--- config.mk ---
export PLATFORM = sky130hd
export DESIGN_NAME = multi_mode_process_scheduler_unit
export DESIGN_NICKNAME = d
export VERILOG_FILES = /design/src/hdl/mmps_pkg.sv /design/src/hdl/mmps_ram.sv /design/src/hdl/mmps_slot_store.sv /design/src/hdl/mmps_pick_unit.sv /design/src/hdl/multi_mode_process_scheduler_unit.sv
export VERILOG_INCLUDE_DIRS = /design/src /design/src/hdl
export SDC_FILE = /design/constraint.sdc
export NUM_CORES = 1
export LEC_CHECK = 0
export BUFFER_PORTS_ARGS = -buffer_cell sky130_fd_sc_hd__buf_4
export CAP_MARGIN = 20
export CORE_AREA = 2 2 132 160
export DETAILED_ROUTE_END_ITERATION = 12
export DIE_AREA = 0 0 134 162
export HOLD_SLACK_MARGIN = 0.12
export SYNTH_ARGS = -nofsm -noshare
export SYNTH_HDL_FRONTEND = slang
export SYNTH_SLANG_ARGS = --single-unit
--- constraint.sdc ---
create_clock -name clock -period 4.8 [get_ports clock]
set_input_delay 0.24 -clock clock [delete_from_list [all_inputs] [get_ports clock]]
set_output_delay 0.24 -clock clock [all_outputs]
set_load 0.005 [all_outputs]
--- src/hdl/assert_macros.svh ---
// Assertion macros shared by the scheduler RTL; they sample on clock and hold off during reset.
`ifndef ASSERT_MACROS_SVH
`define ASSERT_MACROS_SVH

// The condition holds at every clock edge outside reset.
`define ASSERT_HOLDS(label, cond) \
   label: assert property (@(posedge clock) disable iff (reset) (cond)) \
      else $error("assertion failed");

// The consequent holds in the same cycle as the antecedent.
`define ASSERT_IMPLIES(label, ante, cons) \
   label: assert property (@(posedge clock) disable iff (reset) (ante) |-> (cons)) \
      else $error("assertion failed");

// The consequent holds in the cycle after the antecedent.
`define ASSERT_NEXT(label, ante, cons) \
   label: assert property (@(posedge clock) disable iff (reset) (ante) |=> (cons)) \
      else $error("assertion failed");

`endif

--- src/hdl/mmps_pkg.sv ---
// Types, codes and reset values shared by the process scheduler modules.
package mmps_pkg;

   typedef enum logic [1:0] {
      ACT_SCHEDULE  = 2'd0,
      ACT_EXIT      = 2'd1,
      ACT_SET_SHARE = 2'd2,
      ACT_SET_PRIO  = 2'd3
   } action_type;

   typedef enum logic [1:0] {
      MODE_RR     = 2'd0,
      MODE_LOWEST = 2'd1,
      MODE_PRIO   = 2'd2,
      MODE_SHARE  = 2'd3
   } mode_type;

   typedef enum logic [1:0] {
      ST_EMPTY    = 2'd0,
      ST_RUNNABLE = 2'd1,
      ST_ENDED    = 2'd2
   } status_type;

   typedef struct packed {
      action_type  action;
      logic [7:0]  value;
   } req_type;

   typedef struct packed {
      logic [2:0]  next_slot;
      logic        idle;
   } rsp_type;

   // One stored row per process slot.
   typedef struct packed {
      status_type  status;
      logic [7:0]  prio;
      logic [7:0]  share;
      logic [7:0]  used;
   } row_type;

   // Decision of the compare unit for one visited slot.
   typedef struct packed {
      logic        hit;
      logic        take;
      logic        wr_en;
      logic [7:0]  wr_used;
   } pick_type;

   localparam int unsigned PRIO_INIT_DEPTH = 5;
   localparam logic [7:0] PRIO_INIT [PRIO_INIT_DEPTH] = '{8'd0, 8'd2, 8'd1, 8'd1, 8'd0};

   // Contents of a slot row that has never been written since reset.
   function automatic row_type reset_row(input int unsigned slot);
      row_type row;
      row.status = (slot == 0) ? ST_EMPTY : ST_RUNNABLE;
      row.prio   = (slot < PRIO_INIT_DEPTH) ? PRIO_INIT[3'(slot)] : 8'd0;
      row.share  = 8'(slot);
      row.used   = 8'd0;
      return row;
   endfunction

endpackage

--- src/hdl/mmps_ram.sv ---
// Generic single-write, single-read RAM with registered read data.
module mmps_ram #(
   parameter int WIDTH = 26,
   parameter int DEPTH = 5
) (
   input  logic                      clock,
   input  logic                      wr_en,
   input  logic [$clog2(DEPTH)-1:0]  wr_addr,
   input  logic [WIDTH-1:0]          wr_data,
   input  logic [$clog2(DEPTH)-1:0]  rd_addr,
   output logic [WIDTH-1:0]          rd_data
);

   logic [WIDTH-1:0] mem_ff [DEPTH];
   logic [WIDTH-1:0] rd_data_ff;

   always_ff @(posedge clock) begin
      if (wr_en) begin
         mem_ff[wr_addr] <= wr_data;
      end
      rd_data_ff <= mem_ff[rd_addr];
   end

   assign rd_data = rd_data_ff;

endmodule

--- src/hdl/mmps_slot_store.sv ---
// Per-slot state store: RAM rows plus written flags that stand in for the reset contents.
module mmps_slot_store #(
   parameter int PROCESS_SLOTS = 5
) (
   input  logic                              clock,
   input  logic                              reset,
   input  logic [$clog2(PROCESS_SLOTS)-1:0]  rd_addr,
   output mmps_pkg::row_type                 rd_row,
   input  logic                              wr_en,
   input  logic [$clog2(PROCESS_SLOTS)-1:0]  wr_addr,
   input  mmps_pkg::row_type                 wr_row
);
   import mmps_pkg::*;

   localparam int SW = $clog2(PROCESS_SLOTS);
   localparam int RW = $bits(row_type);

   logic [PROCESS_SLOTS-1:0] written_ff;
   logic                     rd_written_ff;
   logic [SW-1:0]            rd_addr_ff;
   logic [RW-1:0]            ram_rd_data;

   mmps_ram #(
      .WIDTH (RW),
      .DEPTH (PROCESS_SLOTS)
   ) u_ram (
      .clock   (clock),
      .wr_en   (wr_en),
      .wr_addr (wr_addr),
      .wr_data (RW'(wr_row)),
      .rd_addr (rd_addr),
      .rd_data (ram_rd_data)
   );

   always_ff @(posedge clock) begin
      if (reset) begin
         written_ff <= '0;
      end else if (wr_en) begin
         written_ff[wr_addr] <= 1'b1;
      end
   end

   always_ff @(posedge clock) begin
      rd_written_ff <= written_ff[rd_addr];
      rd_addr_ff    <= rd_addr;
   end

   // A row never written since reset reads as its reset contents.
   assign rd_row = rd_written_ff ? row_type'(ram_rd_data) : reset_row(32'(rd_addr_ff));

endmodule

--- src/hdl/mmps_pick_unit.sv ---
// Shared compare unit: judges one visited slot row under the active scheduling mode.
module mmps_pick_unit (
   input  mmps_pkg::mode_type  mode,
   input  mmps_pkg::row_type   row,
   input  logic                found,
   input  logic [7:0]          best_prio,
   output mmps_pkg::pick_type  pick
);
   import mmps_pkg::*;

   logic runnable;

   assign runnable = (row.status == ST_RUNNABLE);

   always_comb begin
      pick = '0;
      case (mode)
         MODE_RR, MODE_LOWEST: begin
            pick.hit = runnable;
         end
         MODE_PRIO: begin
            // Ties go to the later slot in walk order.
            pick.take = runnable && (!found || (row.prio <= best_prio));
         end
         MODE_SHARE: begin
            pick.wr_en = 1'b1;
            if (runnable && (row.used < row.share)) begin
               pick.hit     = 1'b1;
               pick.wr_used = row.used + 8'd1;
            end else begin
               pick.wr_used = 8'd0;
            end
         end
         default: begin
            pick = '0;
         end
      endcase
   end

endmodule

--- src/hdl/multi_mode_process_scheduler_unit.sv ---
// Process scheduler top level: item handshakes, configuration and the slot-walk sequencer.
//
// An item on the req channel (action, value) is taken when req_valid and req_ready are
// both high. Each item yields exactly one rsp item (next_slot, idle), held in an output
// register until rsp_ready takes it. The always-ready csr channel writes the scheduling
// mode; the user must write it only while no item is in flight, unchecked by the block.
// A schedule item walks the slots through one shared compare unit, one slot per cycle,
// behind a registered RAM read, visiting PROCESS_SLOTS slots (2 * PROCESS_SLOTS in
// proportional share mode), fewer when the walk stops at a hit. Exit adds a
// read-modify-write of the current row before the walk; set share and set priority do
// only that read-modify-write. The single RAM read port sets the walk rate, and the
// block takes one item at a time: req_ready is high only between items.
// Reset (synchronous) restores the mode to priority, the current slot to 1 and all slot
// rows to their reset contents at once through per-row written flags; no clearing pass.
// If the receiver stalls, a finished item waits in the output register and the next
// item may be accepted; its result waits until the register is free.
`include "assert_macros.svh"

module multi_mode_process_scheduler_unit #(
   parameter int PROCESS_SLOTS = 5
) (
   input  logic               clock,
   input  logic               reset,
   input  logic               req_valid,
   output logic               req_ready,
   input  mmps_pkg::req_type  req_payload,
   output logic               rsp_valid,
   input  logic               rsp_ready,
   output mmps_pkg::rsp_type  rsp_payload,
   input  logic               csr_valid,
   output logic               csr_ready,
   input  logic [1:0]         csr_data
);
   import mmps_pkg::*;

   localparam int SW = $clog2(PROCESS_SLOTS);
   localparam int CW = $clog2(2 * PROCESS_SLOTS + 1);
   localparam logic [SW-1:0] SLOT_LAST = SW'(PROCESS_SLOTS - 1);
   localparam logic [CW-1:0] LEN_WALK  = CW'(PROCESS_SLOTS);
   localparam logic [CW-1:0] LEN_SHARE = CW'(2 * PROCESS_SLOTS);

   typedef enum logic [2:0] {
      S_IDLE,
      S_READ_CUR,
      S_MODIFY,
      S_WALK,
      S_DONE
   } state_type;

   state_type   state_ff, state_in;
   mode_type    mode_ff;
   action_type  action_ff, action_in;
   logic [7:0]  value_ff, value_in;
   logic [SW-1:0] cur_ff, cur_in;
   logic [SW-1:0] iss_slot_ff, iss_slot_in;
   logic [CW-1:0] iss_cnt_ff, iss_cnt_in;
   logic [CW-1:0] walk_len_ff, walk_len_in;
   logic        ev_vld_ff, ev_vld_in;
   logic [SW-1:0] ev_slot_ff, ev_slot_in;
   logic        ev_last_ff, ev_last_in;
   logic        found_ff, found_in;
   logic [7:0]  best_prio_ff, best_prio_in;
   logic [SW-1:0] best_slot_ff, best_slot_in;
   logic        res_idle_ff, res_idle_in;
   logic        rsp_valid_ff, rsp_valid_in;
   rsp_type     rsp_payload_ff, rsp_payload_in;

   logic [SW-1:0] st_rd_addr;
   row_type     st_rd_row;
   logic        st_wr_en;
   logic [SW-1:0] st_wr_addr;
   row_type     st_wr_row;
   pick_type    pick;
   logic        fin_found;
   logic [SW-1:0] fin_slot;

   mmps_slot_store #(
      .PROCESS_SLOTS (PROCESS_SLOTS)
   ) u_store (
      .clock   (clock),
      .reset   (reset),
      .rd_addr (st_rd_addr),
      .rd_row  (st_rd_row),
      .wr_en   (st_wr_en),
      .wr_addr (st_wr_addr),
      .wr_row  (st_wr_row)
   );

   mmps_pick_unit u_pick (
      .mode      (mode_ff),
      .row       (st_rd_row),
      .found     (found_ff),
      .best_prio (best_prio_ff),
      .pick      (pick)
   );

   assign req_ready   = (state_ff == S_IDLE);
   assign csr_ready   = 1'b1;
   assign rsp_valid   = rsp_valid_ff;
   assign rsp_payload = rsp_payload_ff;

   assign fin_found = pick.take || found_ff;
   assign fin_slot  = pick.take ? ev_slot_ff : best_slot_ff;

   always_comb begin
      state_in       = state_ff;
      action_in      = action_ff;
      value_in       = value_ff;
      cur_in         = cur_ff;
      iss_slot_in    = iss_slot_ff;
      iss_cnt_in     = iss_cnt_ff;
      walk_len_in    = walk_len_ff;
      ev_vld_in      = 1'b0;
      ev_slot_in     = ev_slot_ff;
      ev_last_in     = ev_last_ff;
      found_in       = found_ff;
      best_prio_in   = best_prio_ff;
      best_slot_in   = best_slot_ff;
      res_idle_in    = res_idle_ff;
      rsp_valid_in   = rsp_valid_ff && !rsp_ready;
      rsp_payload_in = rsp_payload_ff;
      st_rd_addr     = iss_slot_ff;
      st_wr_en       = 1'b0;
      st_wr_addr     = ev_slot_ff;
      st_wr_row      = st_rd_row;

      case (state_ff)
         S_IDLE: begin
            if (req_valid) begin
               action_in  = req_payload.action;
               value_in   = req_payload.value;
               iss_cnt_in = '0;
               found_in   = 1'b0;
               case (mode_ff)
                  MODE_RR: begin
                     iss_slot_in = (cur_ff == SLOT_LAST) ? '0 : cur_ff + SW'(1);
                     walk_len_in = LEN_WALK;
                  end
                  MODE_LOWEST: begin
                     iss_slot_in = SW'(1);
                     walk_len_in = LEN_WALK;
                  end
                  MODE_SHARE: begin
                     iss_slot_in = cur_ff;
                     walk_len_in = LEN_SHARE;
                  end
                  default: begin
                     iss_slot_in = cur_ff;
                     walk_len_in = LEN_WALK;
                  end
               endcase
               state_in = (req_payload.action == ACT_SCHEDULE) ? S_WALK : S_READ_CUR;
            end
         end
         S_READ_CUR: begin
            st_rd_addr = cur_ff;
            state_in   = S_MODIFY;
         end
         S_MODIFY: begin
            // Read-modify-write of the current row; an ended slot still takes new values.
            st_wr_en   = 1'b1;
            st_wr_addr = cur_ff;
            case (action_ff)
               ACT_SET_SHARE: begin
                  st_wr_row.share = value_ff;
                  res_idle_in     = 1'b0;
                  state_in        = S_DONE;
               end
               ACT_SET_PRIO: begin
                  st_wr_row.prio = value_ff;
                  res_idle_in    = 1'b0;
                  state_in       = S_DONE;
               end
               ACT_EXIT: begin
                  st_wr_row.status = ST_ENDED;
                  state_in         = S_WALK;
               end
               default: begin
                  st_wr_en = 1'b0;
                  state_in = S_WALK;
               end
            endcase
         end
         S_WALK: begin
            // Issue the read of the next slot while the previous one is judged.
            if (iss_cnt_ff != walk_len_ff) begin
               ev_vld_in   = 1'b1;
               ev_slot_in  = iss_slot_ff;
               ev_last_in  = (iss_cnt_ff == walk_len_ff - CW'(1));
               iss_slot_in = (iss_slot_ff == SLOT_LAST) ? '0 : iss_slot_ff + SW'(1);
               iss_cnt_in  = iss_cnt_ff + CW'(1);
            end
            if (ev_vld_ff) begin
               if (pick.wr_en) begin
                  st_wr_en       = 1'b1;
                  st_wr_row.used = pick.wr_used;
               end
               if (pick.take) begin
                  found_in     = 1'b1;
                  best_prio_in = st_rd_row.prio;
                  best_slot_in = ev_slot_ff;
               end
               if (pick.hit) begin
                  cur_in      = ev_slot_ff;
                  res_idle_in = 1'b0;
                  ev_vld_in   = 1'b0;
                  state_in    = S_DONE;
               end else if (ev_last_ff) begin
                  if (fin_found) begin
                     cur_in = fin_slot;
                  end
                  res_idle_in = !fin_found;
                  ev_vld_in   = 1'b0;
                  state_in    = S_DONE;
               end
            end
         end
         S_DONE: begin
            if (!rsp_valid_ff || rsp_ready) begin
               rsp_valid_in             = 1'b1;
               rsp_payload_in.next_slot = 3'(cur_ff);
               rsp_payload_in.idle      = res_idle_ff;
               state_in                 = S_IDLE;
            end
         end
         default: begin
            state_in = S_IDLE;
         end
      endcase
   end

   always_ff @(posedge clock) begin
      if (reset) begin
         state_ff     <= S_IDLE;
         mode_ff      <= MODE_PRIO;
         cur_ff       <= SW'(1);
         ev_vld_ff    <= 1'b0;
         rsp_valid_ff <= 1'b0;
      end else begin
         state_ff     <= state_in;
         cur_ff       <= cur_in;
         ev_vld_ff    <= ev_vld_in;
         rsp_valid_ff <= rsp_valid_in;
         if (csr_valid && csr_ready) begin
            mode_ff <= mode_type'(csr_data);
         end
      end
   end

   always_ff @(posedge clock) begin
      action_ff      <= action_in;
      value_ff       <= value_in;
      iss_slot_ff    <= iss_slot_in;
      iss_cnt_ff     <= iss_cnt_in;
      walk_len_ff    <= walk_len_in;
      ev_slot_ff     <= ev_slot_in;
      ev_last_ff     <= ev_last_in;
      found_ff       <= found_in;
      best_prio_ff   <= best_prio_in;
      best_slot_ff   <= best_slot_in;
      res_idle_ff    <= res_idle_in;
      rsp_payload_ff <= rsp_payload_in;
   end

   `ASSERT_NEXT(a_busy_after_accept, req_valid && req_ready, !req_ready)
   `ASSERT_HOLDS(a_cur_in_range, cur_ff <= SLOT_LAST)
   `ASSERT_IMPLIES(a_walk_write_share, st_wr_en && (state_ff == S_WALK), mode_ff == MODE_SHARE)
   `ASSERT_IMPLIES(a_rsp_from_done, $rose(rsp_valid_ff), $past(state_ff) == S_DONE)

endmodule
### Word-level counts from Yosys, hierarchy flattened

Memory sizes are Yosys's and may differ from the RTL's. A register that Yosys moved wholly into a read port is not among the register bits.
Index checks and enable logic that the tools add are counted.

| operators by class | value |
|---|---|
| $add $sub $neg | 5 |
| magnitude comparators | 7 |
| equal/unequal tests | 22 |
| muxes and demuxes | 66 |
| bitwise logic cells | 3 |
| reductions and logical operators | 33 |

Operators by type and width:

| kind | number |
|---|---|
| $mux W8 | 9 |
| $mux W3 | 16 |
| $mux W26 | 1 |
| $mux W1 | 23 |
| $mux W18 | 1 |
| $reduce_and A4 Y1 | 4 |
| $pmux W3 S5 | 1 |
| $mux W4 | 3 |
| $ne A2 B2 Y1 const B | 6 |
| $pmux W3 S2 | 2 |
| $eq A3 B3 Y1 const B | 3 |
| $mux W9 | 1 |
| $add A8 B1 Y8 const B | 1 |
| $eq A2 B2 Y1 const B | 4 |
| $le A8 B8 Y1 | 1 |
| $lt A3 B4 Y1 const B | 2 |
| $lt A8 B8 Y1 | 1 |
| $pmux W1 S2 | 4 |
| $pmux W4 S2 | 1 |
| $reduce_and A2 Y1 | 4 |
| $reduce_bool A2 Y1 | 4 |
| $add A3 B1 Y3 const B | 2 |
| $eq A2 B1 Y1 const B | 3 |
| $eq A3 B2 Y1 const B | 2 |
| other kinds (23) | 37 |

| word-level totals | value |
|---|---|
| bits in registers | 61 |
| bits in writable memories | 130 |
| memory bits (read-only) | 64 |
| bits of input ports | 17 |
| memories | 2 |

Memory list:

| memory | words | bits a word | read ports | clocked after Yosys merged registers in | write ports | line | text |
|---|---|---|---|---|---|---|---|
| u_store.u_ram.mem_ff | 5 | 26 | 1 | 1 | 1 | mmps_ram.sv:14 | `logic [WIDTH-1:0] mem_ff [DEPTH];` |
| (name not given) | 8 | 8 | 1 | 0 | 0 | mmps_pkg.sv:57 | `row.prio = (slot < PRIO_INIT_DEPTH) ? PRIO_INIT[3'(slot)] : 8'd0;` |

### Depth between registers and ports, before layout

Gate-level depths: netlist of run 1.

| logic depth | value |
|---|---|
| depth after elaboration | 16 |
| depth in mapped cells | 12 |

### By module

From an unflattened synthesis of run 1, not the netlist that was laid out.

| second synthesis, totals | value |
|---|---|
| cells, all modules | 665 |
| area, all modules | 9459.1 µm² |

By module, submodules not included:

| module | times used | cells an instance | area an instance (µm²) | seq. area each (µm²) |
|---|---|---|---|---|
| mmps_ram | 1 | 311 | 5786.8 | 4424.2 |
| multi_mode_process_scheduler_unit | 1 | 207 | 2558.7 | 1401.3 |
| mmps_pick_unit | 1 | 80 | 579.3 | 0.0 |
| mmps_slot_store | 1 | 67 | 534.3 | 180.2 |

### Worst setup path before layout of run 1

Ideal clock, no wire load.

| path | value |
|---|---|
| kind | register to register |
| start point | reg state_ff[1] |
| end point | mem u_store.u_ram.mem_ff[1][0] (enable) |
| arrival time | 2.955 ns |
| data required time | 4.381 ns |
| slack | 1.426 ns |
| cell stages (with the launch flop) | 11 |
| buffers on the path | 2 |
| period minus slack after synthesis | 3.374 ns |
| cells stage by stage | dfxtp_1 buf_2 nor2b_1 nand2_1 inv_2 nand2_1 inv_2 nand3_1 clkbuf_1 o32a_1 a21oi_1 |

| on the way | value |
|---|---|
| word-level cells in the longest chain between the ends | 4 |
| elaborated cells between the ends (all ways) | 6 |

RTL lines:

| what | line | text |
|---|---|---|
| start: declaration | multi_mode_process_scheduler_unit.sv:50 | `state_type state_ff, state_in;` |
| start signal: assignment | multi_mode_process_scheduler_unit.sv:240 | `state_ff <= state_in;` |
| $eq A3 B2 Y1 | multi_mode_process_scheduler_unit.sv:127 | `case (state_ff)` |
| $pmux W1 S2 | multi_mode_process_scheduler_unit.sv:127 |  |
| $mux W1 | mmps_ram.sv:18 | `if (wr_en) begin` |
| $mux W1 (implied by the code) | mmps_ram.sv:19 | `mem_ff[wr_addr] <= wr_data;` |
| end: declaration | mmps_ram.sv:14 |  |

Parallel ways exist; a longest one is shown, timed or not.

### Worst setup path in the final report of run 1

| path | value |
|---|---|
| start point | reg state_ff[1] |
| end point | mem u_store.u_ram.mem_ff[3][6] (enable) |

Same word-level chain as after synthesis.

==> results of run 1 <==
==> logic make-up after synthesis <==
logic type	count (synthesis)	synth area share [%]
flops	215	65.90
simple gates	173	9.706
compound gates	134	9.583
fa+ha+maj	23	3.158
other cells	1	0.04115
xor+xnor	6	0.5766
mux	71	8.306
buf+inv	62	2.732
==> layout by cell type, fill, tap and decap left out, types with 7 or more instances in the layout <==
cell           count
nor2_1            34
mux2i_1           34
dfxtp_1           45
edfxtp_1         170
a21oi_1           43
a211oi_1          27
nand4_1            7
nor3_1             7
and3_1             7
inv_1             30
nand2_1           40
buf_4             31
and2_1            13
nor2b_1           31
mux2_2            34
o21ai_0           21
clkbuf_16         23
dlygate4sd3_1     18
ha_1              23
nand3_1           14
==> cell type report <==
class                      count  share of cell area, %
clock inverter                13                  1.237
timing repair buffer          52                  4.593
inverter                      34                  1.201
multi-input combinational    408                  27.57
clock buffer                  27                  5.747
tap                          265                  3.121
sequential                   215                  56.53
==> power by group through the flow <==
stage	Sequential [W]	Combinational (W)	Clock [W]
2_1_floorplan	0.00264	0.00131	0
3_3_place_gp	0.00277	0.00173	0
3_5_place_dp	0.00278	0.00182	0
4_1_cts	0.00275	0.00185	0.00175
5_1_grt	0.00279	0.00202	0.00182
6_report	0.00275	0.00183	0.00172
==> through the flow <==
stage / hold WS [ps] / instances / utilization (%) / worst slack [ps] / instance area (um2)
2_1_floorplan: 338.9 / 685 / - / 1426 / 9114
3_3_place_gp: 418.9 / 954 / 48.14 / 1279 / 9647
3_5_place_dp: 419.0 / 956 / 48.41 / 1069 / 9702
4_1_cts: 128.0 / 1014 / 53.01 / 1078 / 10620
5_1_grt: 160.8 / 1014 / 53.01 / 803.3 / 10620
6_report: 147.5 / 1014 / 53.01 / 1100 / 10620
==> path summary, 6_finish.rpt <==
check                   start                          to  slack, ps
setup / recovery  state_ff[1]  u_store.u_ram.mem_ff[3][6]       1100
hold / removal      req_valid                    found_ff        150
setup reg to reg  state_ff[1]  u_store.u_ram.mem_ff[3][6]       1100
hold reg to reg   res_idle_ff              rsp_payload[0]        470
==> flip-flops by register name, summed over array words and instances (netlist names) <==
register and cells:
action_ff 2, best_prio_ff 8, best_slot_ff 3, cur_ff 3, ev_last_ff 1, ev_slot_ff 3, ev_vld_ff 1, found_ff 1
iss_cnt_ff 4, iss_slot_ff 3, mode_ff 2, res_idle_ff 1, rsp_payload 4, rsp_valid 1, state_ff 3, u_store.rd_addr_ff 3
u_store.rd_written_ff 1, u_store.u_ram.mem_ff 130, u_store.u_ram.rd_data 26, u_store.written_ff 5, value_ff 8, walk_len_ff 2
==> worst reg2reg max path: stages (launching register included) <==
cell	delay, ps
dfxtp_1	470
nor2b_1	310
nand2_1	320
inv_2	170
nand2_1	210
inv_2	200
nand3_1	330
o32a_1	400
a21oi_4	660
buf_4	340
==> layer usage <==
metal / vias up / global-route usage, % / part of all wire, %
met5: - / 0 / 0
met4: 0 / 5.222 / 1.9
met3: 39 / 2.247 / 4.1
met2: 159 / 34.20 / 51
met1: 2750 / 24.21 / 43
li1: 2653 / - / -
==> out/qor.txt, run 1 <==
Mapped Area: 9114 um2
cell count after synthesis: 685
RSZ-0062 raised after global routing: no
Routability Congestion: 0.9101
VDD IR-drop max: 0.3193 mV
Tot Pwr: 0.006299 W
Period minus WS final: 3700 ps
core area: 20040 um2
Reg area: 6006 um2
pin count of the biggest net entering global routing: 56
Max Transition Viols Final: 0
Inserted Clock Buffers: 22
post-synth top area share: 56.01%
Top FF cell, synth: edfxtp_1
synth cell count leaders: 170 x edfxtp_1, 46 x a21oi_1, 45 x dfxtp_1
Reg2Reg Depth: 9
Die Width: 134 um
ys async rst share: 0%
fillers: 1619
clock share of power: 27.2%
grt ovf: 0
Yosys reg bits: 215
# rows: 57
worst-skew pair later-pin latency: 500 ps
switching share of power: 32.41%
Avg Inst Size Synth: 13.30 um2
CP Data Required Time: 5000 ps
final net count: 773
max_cap viols: 0
Yosys top cell by area: edfxtp_1
crit path cell chain: nor2b_1, nand2_1, inv_2, nand2_1, inv_2, nand3_1, o32a_1, a21oi_4, buf_4
Setup TNS Final: 0 ps
power share of the sequential group: 43.7%
status: complete, no violations
Final setup viols: 0
Int Pwr: 0.004258 W
# resized after CTS: 0
ranking of synthesized cells by area: edfxtp_1 56%, dfxtp_1 9.9%, mux2_2 4.2%, mux2i_1 4.0%, ha_1 3.2%
Worst-Margin Slew: 1068 ps
TritonRoute pass-1 iters: 5
CTS Buffer Depth: 3
Power Density: 592.9 nW/um2
CP max-delay cell: a21oi_4
WL/cell: 19.90 um
GRT Overall Usage: 18.99%
EDFF count, synth: 170
initial DRC count: 394
CP Capture Type: register
P&R area growth vs syn: 16.57%
HP Class: input pin to register
multi-input logic area: 2929 um2
worst-path fanout max: 18
register area share after synthesis: 65.90%
WS Path Type: register to register
die height: 162 um
layout cell share with drive strength beyond 1: 15.75%
Net Sw Power: 0.002042 W
clock tree root buffer cell: clkbuf_16
Synthesized Nets: 725
CTS tree: built
hold bufs inserted after CTS: 18
postcts setup bufs: 0
TritonCTS sink count: 215
Worst Skew: 15.89 ps
CP peak stage delay: 660 ps
Pleak: 3.826 nW
ANT nets after route: 0
Final period util: 77.09%
die area: 21710 um2
initial antenna violation count: 0
delay-heaviest family, CP: simple AND/OR/NAND/NOR gates
CTS clk-pin slew, worst paths: 60 ps
Syn. warnings: 0
starting density of the core: 45.48%
Worst path depth: 9
n_diodes: 0
IO Pins: 24
Worst slew margin: 28.68%
WP data arrival: 3900 ps
Total Routed Length: 20.18 mm
Gate power share: 29.1%
first-pass GRT wire length: 31.84 mm
PortBufs: 22
CP Launch Type: register
Vias per Instance: 5.524
final hold vios: 0
Critical path buffers and inverters: 3
Netlist cell types: 58
DRC errors left: 0
maximum clock frequency: 0.2703 GHz
number of global-route vias before repair: 5793
cell with the most instances after synthesis: edfxtp_1
Via Count: 5601
Hold Crit Depth: 3
H-tree depth: 1
post-DP HPWL: 13.50 mm
Power figures use the tool's default switching activity.
==> run 2, diff against run 1 <==
clock period = 3.4 ns   (was 4.8 ns; I/O delays follow)
==> out/qor.txt, run 2 (synthesis results as in run 1) <==
status: complete, no violations
Setup TNS Final: 0 ps
layout cell share with drive strength beyond 1: 17.30%
Int Pwr: 0.006023 W
CP Capture Type: register
VDD IR-drop max: 0.4965 mV
Post-DP Area: 9864 um2
CP Launch Type: register
final hold vios: 0
WL/cell: 19.37 um
max_cap viols: 0
power share of the sequential group: 43.5%
TritonRoute pass-1 iters: 7
worst hold endpoint: value_ff[7]
H-tree depth: 1
Total Routed Length: 19.92 mm
grt ovf: 0
Pleak: 3.897 nW
Worst slew margin: 48.00%
die height: 162 um
CTS clk-pin slew, worst paths: 60 ps
leading cell types in the layout, fill and taps excluded: 170 x edfxtp_1, 45 x dfxtp_1, 44 x buf_4
CTS tree: built
DRC errors left: 0
clock share of power: 26.4%
Most flops, register: u_store.u_ram.mem_ff
P&R area growth vs syn: 17.74%
Final period util: 88.87%
Hold Crit Depth: 2
Worst Skew: 12.09 ps
Worst-Margin Slew: 763.6 ps
Inserted Clock Buffers: 21
final instance area: 10730 um2
HP Class: input pin to register
worst-skew pair later-pin latency: 490 ps
postcts setup bufs: 0
Routability Congestion: 0.8413
first-pass GRT wire length: 31.57 mm
Die Width: 134 um
maximum clock frequency: 0.3309 GHz
Final setup viols: 0
# resized after CTS: 0
CP Data Required Time: 3760 ps
hold path startpoint: req_payload[7]
Max Transition Viols Final: 0
GRT Overall Usage: 18.83%
Power Density: 821.5 nW/um2
Finished Core Util: 53.54%
R2R Path End: cur_ff[0]
WP data arrival: 3380 ps
n_diodes: 0
IO Pins: 24
most common cell after layout, fill and taps aside: edfxtp_1
worst-path fanout max: 18
Via Count: 5544
R2R Setup Slk: 380 ps
Vias per Instance: 5.393
RSZ-0062 raised after global routing: no
max reg flops: 130
initial DRC count: 309
pin count of the biggest net entering global routing: 56
final net count: 789
initial antenna violation count: 0
worst r2r src: u_store.rd_written_ff
core area: 20040 um2
# rows: 57
starting density of the core: 45.48%
ANT nets after route: 0
post-DP HPWL: 12.84 mm
Gate power share: 30.1%
hold bufs inserted after CTS: 18
die area: 21710 um2
WS Path Type: register to register
switching share of power: 31.68%
number of global-route vias before repair: 5713
fillers: 1650
TritonCTS sink count: 215
CTS Buffer Depth: 3
PortBufs: 22
Tot Pwr: 0.008815 W
Period minus WS final: 3022 ps
clock tree root buffer cell: clkbuf_16
Reg2Reg Depth: 9
Net Sw Power: 0.002792 W
[run 2: cell count changes in the layout (fill, tap and decap cells not counted), sizes merged]
| cell | before | now |
|---|---|---|
| clkinvlp | 2 | 1 |
| clkbuf | 27 | 23 |
| clkinv | 10 | 12 |
| bufinv | 2 | 3 |
| inv | 33 | 32 |
| buf | 34 | 51 |
[run 2: worst max-delay path by stage]
| stage | from | endpoint | slack [ps] | cells past startpoint |
|---|---|---|---|---|
| floorplan | state_ff[1] | u_store.u_ram.mem_ff[1][0] | 30 | 10 |
| global placement | u_store.rd_written_ff | cur_ff[0] | 510 | 9 |
| detailed placement | u_store.rd_written_ff | cur_ff[0] | 440 | 9 |
| CTS | u_store.rd_written_ff | cur_ff[0] | 430 | 9 |
| global route | u_store.rd_written_ff | best_slot_ff[2] | 120 | 10 |
| finish | u_store.rd_written_ff | cur_ff[0] | 380 | 9 |
[run 2: metal layers]
layer | up-vias | wire length [um] | GRT usage (%)
met5 | - | 0 | 0
met4 | 0 | 568 | 6.625
met3 | 44 | 725 | 2.591
met2 | 114 | 10460 | 34.29
met1 | 2708 | 8158 | 22.80
li1 | 2678 | - | -
[run 2: cell type report]
cell class	instances	area (um2)	area share [%]
sequential	215	6006	55.97
multi-input combinational	408	2929	27.30
timing repair buffer	69	650.6	6.063
clock buffer	23	543.0	5.061
tap	265	331.6	3.090
clock inverter	14	142.6	1.329
inverter	34	127.6	1.189
[run 2: through the flow]
step | std cells | hold slack [ps] | setup WS (ps)
after CTS | 1028 | 376.8 | 426.0
after global placement | 973 | 348.8 | 507.7
final | 1028 | 393.2 | 378.3
after global routing | 1028 | 380.2 | 124.2
after floorplan | 685 | 268.9 | 25.87
after detailed placement | 973 | 349.5 | 441.1
[run 2: power groups by stage]
stage          Clock (W)  Sequential (W)  Combinational [W]
2_1_floorplan          0         0.00373            0.00185
3_3_place_gp           0         0.00388            0.00258
3_5_place_dp           0         0.00389            0.00265
4_1_cts          0.00237         0.00384            0.00269
5_1_grt          0.00248         0.00388            0.00296
6_report         0.00233         0.00384            0.00265
[run 2: worst max-delay path, cell delays in order (launching register included)]
cell and delay (ps):
dfxtp_1 700, buf_4 290, and2_1 180, ha_1 250
a211o_1 260, a21oi_1 240, and3_1 220, o21ai_1 190
a211oi_1 370, o221ai_1 170
